$ cat config.mk
export PLATFORM = sky130hd
export DESIGN_NAME = mstbl_div
export DESIGN_NICKNAME = d
export VERILOG_FILES = /design/src/sv/mstbl_div.sv
export SDC_FILE = /design/constraint.sdc
export NUM_CORES = 1
export LEC_CHECK = 0
export ABC_AREA = 1
export BUFFER_PORTS_ARGS = -buffer_cell sky130_fd_sc_hd__buf_2
export CORE_MARGIN = 2
export CORE_UTILIZATION = 30
export CTS_CLUSTER_DIAMETER = 40
export DETAILED_ROUTE_END_ITERATION = 6
export PLACE_DENSITY = 0.44
export REMOVE_ABC_BUFFERS = 1
export SLEW_MARGIN = 40
export SYNTH_ARGS = -nofsm -noshare
export SYNTH_HDL_FRONTEND = slang
export SYNTH_SLANG_ARGS = --single-unit
$ cat constraint.sdc
create_clock -name clk -period 2.1 [get_ports clk]
set_clock_uncertainty 0.05 [all_clocks]
set_input_delay 0.315 -clock clk [delete_from_list [all_inputs] [get_ports clk]]
set_output_delay 0.315 -clock clk [all_outputs]
set_load 0.05 [all_outputs]
$ cat src/sv/mstbl_div.sv
// Iterative 32-bit restoring divider, one quotient bit per cycle.
module mstbl_div (
	input  logic        clk,
	input  logic        arst_n,
	input  logic        start,
	input  logic [31:0] dividend,
	input  logic [31:0] divisor,
	output logic        busy,
	output logic        done,
	output logic [31:0] quotient,
	output logic        rem_nz
);
	logic [32:0] rem_q;
	logic [31:0] quo_q;
	logic [31:0] dvs_q;
	logic [5:0]  cnt_q;
	logic        busy_q;
	logic        done_q;
	logic [32:0] shl;
	logic [32:0] diff;
	logic        take;

	// one trial subtraction per cycle
	assign shl  = {rem_q[31:0], quo_q[31]};
	assign diff = shl - {1'b0, dvs_q};
	assign take = (shl >= {1'b0, dvs_q});

	always_ff @(posedge clk or negedge arst_n) begin
		if (!arst_n) begin
			busy_q <= 1'b0;
			done_q <= 1'b0;
			cnt_q  <= '0;
		end else begin
			done_q <= 1'b0;
			if (start) begin
				busy_q <= 1'b1;
				cnt_q  <= 6'd32;
			end else if (busy_q) begin
				cnt_q <= cnt_q - 6'd1;
				if (cnt_q == 6'd1) begin
					busy_q <= 1'b0;
					done_q <= 1'b1;
				end
			end
		end
	end

	always_ff @(posedge clk) begin
		if (start) begin
			rem_q <= '0;
			quo_q <= dividend;
			dvs_q <= divisor;
		end else if (busy_q) begin
			rem_q <= take ? diff : shl;
			quo_q <= {quo_q[30:0], take};
		end
	end

	assign busy     = busy_q;
	assign done     = done_q;
	assign quotient = quo_q;
	assign rem_nz   = (rem_q != '0);
endmodule
==> run summary <==
• **summed instance area of the synthesized netlist** 7104 µm²
• **Sw Share** 34.90%
• **antenna violations before repair** 0
• **Clock Path Buffers** 2
• **Post-DP HPWL** 17.24 mm
• **Peak VDD IR** 0.4306 mV
• **outcome** complete, but fails checks
• **width of the die** 157.9 µm
• **crit-path max FO** 2
• **PnR worst setup slack** -80.77 ps
• **global-route wire length before repair** 36.25 mm
• **failing checks** setup timing
• **Overall Global Routing Usage** 18.95%
• **number of antenna-violating nets in the routed design** 0
• **slew margin rel.** 68.98%
• **sort of element at the start of the critical path** register
• **clock network power share** 30.3%
• **cell internal power dissipation** 3.885 mW
• **remaining design rule violation count** 0
• **Non-Filler Instances** 1598
• **hold path cells** 1
• **number of H-tree levels** 3
• **number of buffers added on ports** 101
• **setup repair after global routing missed its margin** true
• **total clock sinks** 105
• **worst hold path type** primary input to register
• **transition time of the tightest slew-check pin** 465.3 ps
• **Peak Freq** 458.6 MHz
• **cell area after placement** 8920 µm²
• **number of primary I/O pins** 102
• **# setup viols final** 30
• **aggregate global routing overflow** 0
• **synthesized instance count** 1043
• **required time of the critical path** 1740 ps
• **period utilisation layout** 103.8%
• **wire per inst** 14.62 µm
• **root buffer selected by CTS** sky130_fd_sc_hd__clkbuf_16
• **Crit Path Class** register to output port
• **critical hold path startpoint** divisor[18]
• **Skew-Pair Late Insertion Delay** 380 ps
• **MaxCap Viol Count** 0
• **fraction of registers with async set or reset after synthesis** 7.619%
• **most used flip-flop cell after synthesis** sky130_fd_sc_hd__edfxtp_1
• **Final Net Count** 1376
• **number of vias per cell after detailed routing** 4.471
• **synth top area cells** sky130_fd_sc_hd__edfxtp_1 (27%), sky130_fd_sc_hd__nand2_1 (24%), sky130_fd_sc_hd__inv_1 (9.7%)
• **# rows** 56
• **DR pass1 iterations** 4
• **core box area** 23330 µm²
• **largest area contributor in the netlist** sky130_fd_sc_hd__edfxtp_1
• **terminating pin of the worst hold path** dvs_q[18]
• **die outline area** 24930 µm²
• **starting DRC count in detailed routing** 386
• **number of placed instances, taps included** 1564
• **Cell variety after synth** 32
• **Reg2Reg Setup Slack** -70 ps
• **routability congestion estimate from global placement** 0.9001
• **CTS tree** done
• **die outline height** 157.9 µm
• **summed area of non-filler cells in the final layout** 10280 µm²
• **fraction of power consumed by sequential logic** 41.9%
• **Yosys reg bits** 105
• **data arrival time of the critical path** 1820 ps
• **portion of the post-synthesis area used by sequential elements** 39.17%
• **final hold vios** 0
• **routed vias** 7144
• **number of max-slew violations in the final report** 0
• **Final Routed Wirelength** 23.37 mm
• **total power density per cell area** 580.6 nW/µm²
• **clock input transition at the sequential cells of the worst setup and hold paths** 90 ps
• **switching power total** 2.083 mW
• **part of the total power dissipated in combinational logic** 27.9%
• **critical register-to-register path endpoint** rem_q[20]
• **cell leakage power** 5.343 nW
• **length in cells of the worst reg-to-reg path** 12
• **crit end category** output port
• **Ys Warns** 0
• **final critical path time including I/O delays and setup** 2181 ps
• **number of buffers inserted during clock tree synthesis** 9
• **post-synth top area share** 27.05%
• **beginning of the worst register-to-register path** dvs_q[28]
• **initial cell density of the core** 30.45%
• **number of antenna diodes** 0
• **vias in the first global route** 6942
• **average cell area after synthesis** 6.811 µm²
• **share of cells above drive strength 1** 36.12%
• **maximum number of pins on one net before global-route repair** 35
• **area growth from synthesis to layout** 44.72%
• **Post-synth EDFFs** 64
cell families (layout without fill, tap and decap cells):
| kind of cell | Yosys count | count (layout) | share of synthesized area (%) |
|---|---|---|---|
| AOI/OAI and AO/OA | 32 | 32 | 2.272 |
| xor gates and xnor gates | 15 | 15 | 1.849 |
| adders and majority gates | 35 | 35 | 6.270 |
| buffers and inverters | 223 | 459 | 12.26 |
| DFF | 105 | 105 | 39.17 |
| and+or+nand+nor | 633 | 633 | 38.18 |
what timing repair did:
action                                  in CTS  in global routing
gates resized for setup                     63                145
cloned                                       1                  2
hold buffers                                 1                  0
buffers inserted                             8                  6
endpoints found under the hold margin        8                  0
pin swaps                                   10                 40
endpoints found under the setup margin      35                 35
layout by cell type (no fill, tap or decap), types with 12 or more instances in the layout:
cell / instances
sky130_fd_sc_hd__buf_4: 125
sky130_fd_sc_hd__edfxtp_1: 64
sky130_fd_sc_hd__nand2_2: 68
sky130_fd_sc_hd__nand2_4: 12
sky130_fd_sc_hd__buf_2: 100
sky130_fd_sc_hd__nand4_1: 42
sky130_fd_sc_hd__inv_2: 41
sky130_fd_sc_hd__a21oi_1: 18
sky130_fd_sc_hd__nand2_1: 377
sky130_fd_sc_hd__nor2_1: 28
sky130_fd_sc_hd__dfxtp_1: 29
sky130_fd_sc_hd__nand3_1: 46
sky130_fd_sc_hd__inv_1: 155
sky130_fd_sc_hd__ha_4: 30
sky130_fd_sc_hd__xnor2_1: 13
synthesized netlist by cell type, types with 2 or more instances:
master,number
sky130_fd_sc_hd__nand2_1,451
sky130_fd_sc_hd__inv_1,183
sky130_fd_sc_hd__edfxtp_1,64
sky130_fd_sc_hd__nand3_1,56
sky130_fd_sc_hd__nand4_1,42
sky130_fd_sc_hd__nor2_1,38
sky130_fd_sc_hd__ha_1,34
sky130_fd_sc_hd__dfxtp_1,33
sky130_fd_sc_hd__a21oi_1,24
sky130_fd_sc_hd__xnor2_1,14
sky130_fd_sc_hd__clkbuf_1,13
sky130_fd_sc_hd__inv_2,13
sky130_fd_sc_hd__nand3b_1,10
sky130_fd_sc_hd__buf_2,9
sky130_fd_sc_hd__dfrtp_1,8
sky130_fd_sc_hd__nor2_2,7
sky130_fd_sc_hd__nor3_1,6
sky130_fd_sc_hd__o21ai_0,6
sky130_fd_sc_hd__and2_1,5
sky130_fd_sc_hd__nand2_2,5
sky130_fd_sc_hd__nor3_2,4
sky130_fd_sc_hd__nor4_1,4
sky130_fd_sc_hd__buf_6,3
sky130_fd_sc_hd__clkinv_1,2
sky130_fd_sc_hd__nand3_2,2
registers in the layout, indices dropped and copies added, names as in the netlist:
signal and flops:
quotient 32, busy 1, done 1, cnt_q 6
rem_q 33, dvs_q 32
power by group through the flow:
stage	Sequential (mW)	Clock [mW]	Combinational [mW]
after detailed placement	2.52	0	1.42
after global routing	2.52	1.92	1.81
after CTS	2.49	1.85	1.51
after floorplan	2.79	0	0.581
final	2.50	1.81	1.66
after global placement	2.53	0	1.42
per-layer routing:
| metal | GRT usage, % | share of wire [%] |
|---|---|---|
| met1 | 25.64 | 47 |
| met2 | 30.41 | 45 |
| met3 | 4.763 | 6.3 |
| met4 | 4.329 | 1.1 |
| met5 | 0 | 0 |
worst max-delay path, stage by stage (launching register included):
cell,delay (ps)
sky130_fd_sc_hd__dfxtp_2,340
sky130_fd_sc_hd__buf_4,130
sky130_fd_sc_hd__inv_2,50
sky130_fd_sc_hd__nand4_1,240
sky130_fd_sc_hd__nor4_2,350
sky130_fd_sc_hd__nand3_1,150
sky130_fd_sc_hd__buf_6,190
worst max path at each step:
| stage | slack (ps) | start | endpoint | cells past startpoint |
|---|---|---|---|---|
| after floorplan | -970 | busy | quotient[0] | 2 |
| after global placement | -170 | quotient[31] | rem_q[32] | 16 |
| after detailed placement | -210 | quotient[31] | rem_q[32] | 15 |
| after CTS | -50 | rem_q[19] | rem_nz | 6 |
| after global routing | -210 | dvs_q[14] | rem_q[16] | 14 |
| final | -80 | rem_q[18] | rem_nz | 6 |
per-stage QoR:
step / hold WS, ps / utilization [%] / TNS, ps / power (mW) / setup slack, ps
2_1_floorplan: -30.59 / - / -49240 / 3.373 / -967.7
3_3_place_gp: 125.9 / 38.23 / -1654 / 3.947 / -165.6
3_5_place_dp: 115.1 / 38.23 / -2019 / 3.943 / -210.3
4_1_cts: 44.55 / 41.30 / -793.2 / 5.848 / -51.64
5_1_grt: 41.23 / 44.06 / -5954 / 6.247 / -209.3
6_report: 51.97 / 44.06 / -1089 / 5.969 / -80.77
cell type report:
type,count,area (µm²)
fillers,2487,13050
multi-input cells,715,4274
flip-flops and latches,105,2788
repair buffers,245,1780
inverters,198,743.2
well taps,319,399.1
clock buffers,10,229.0
clock inverters,6,67.56
(Power assumes the default switching activity.)
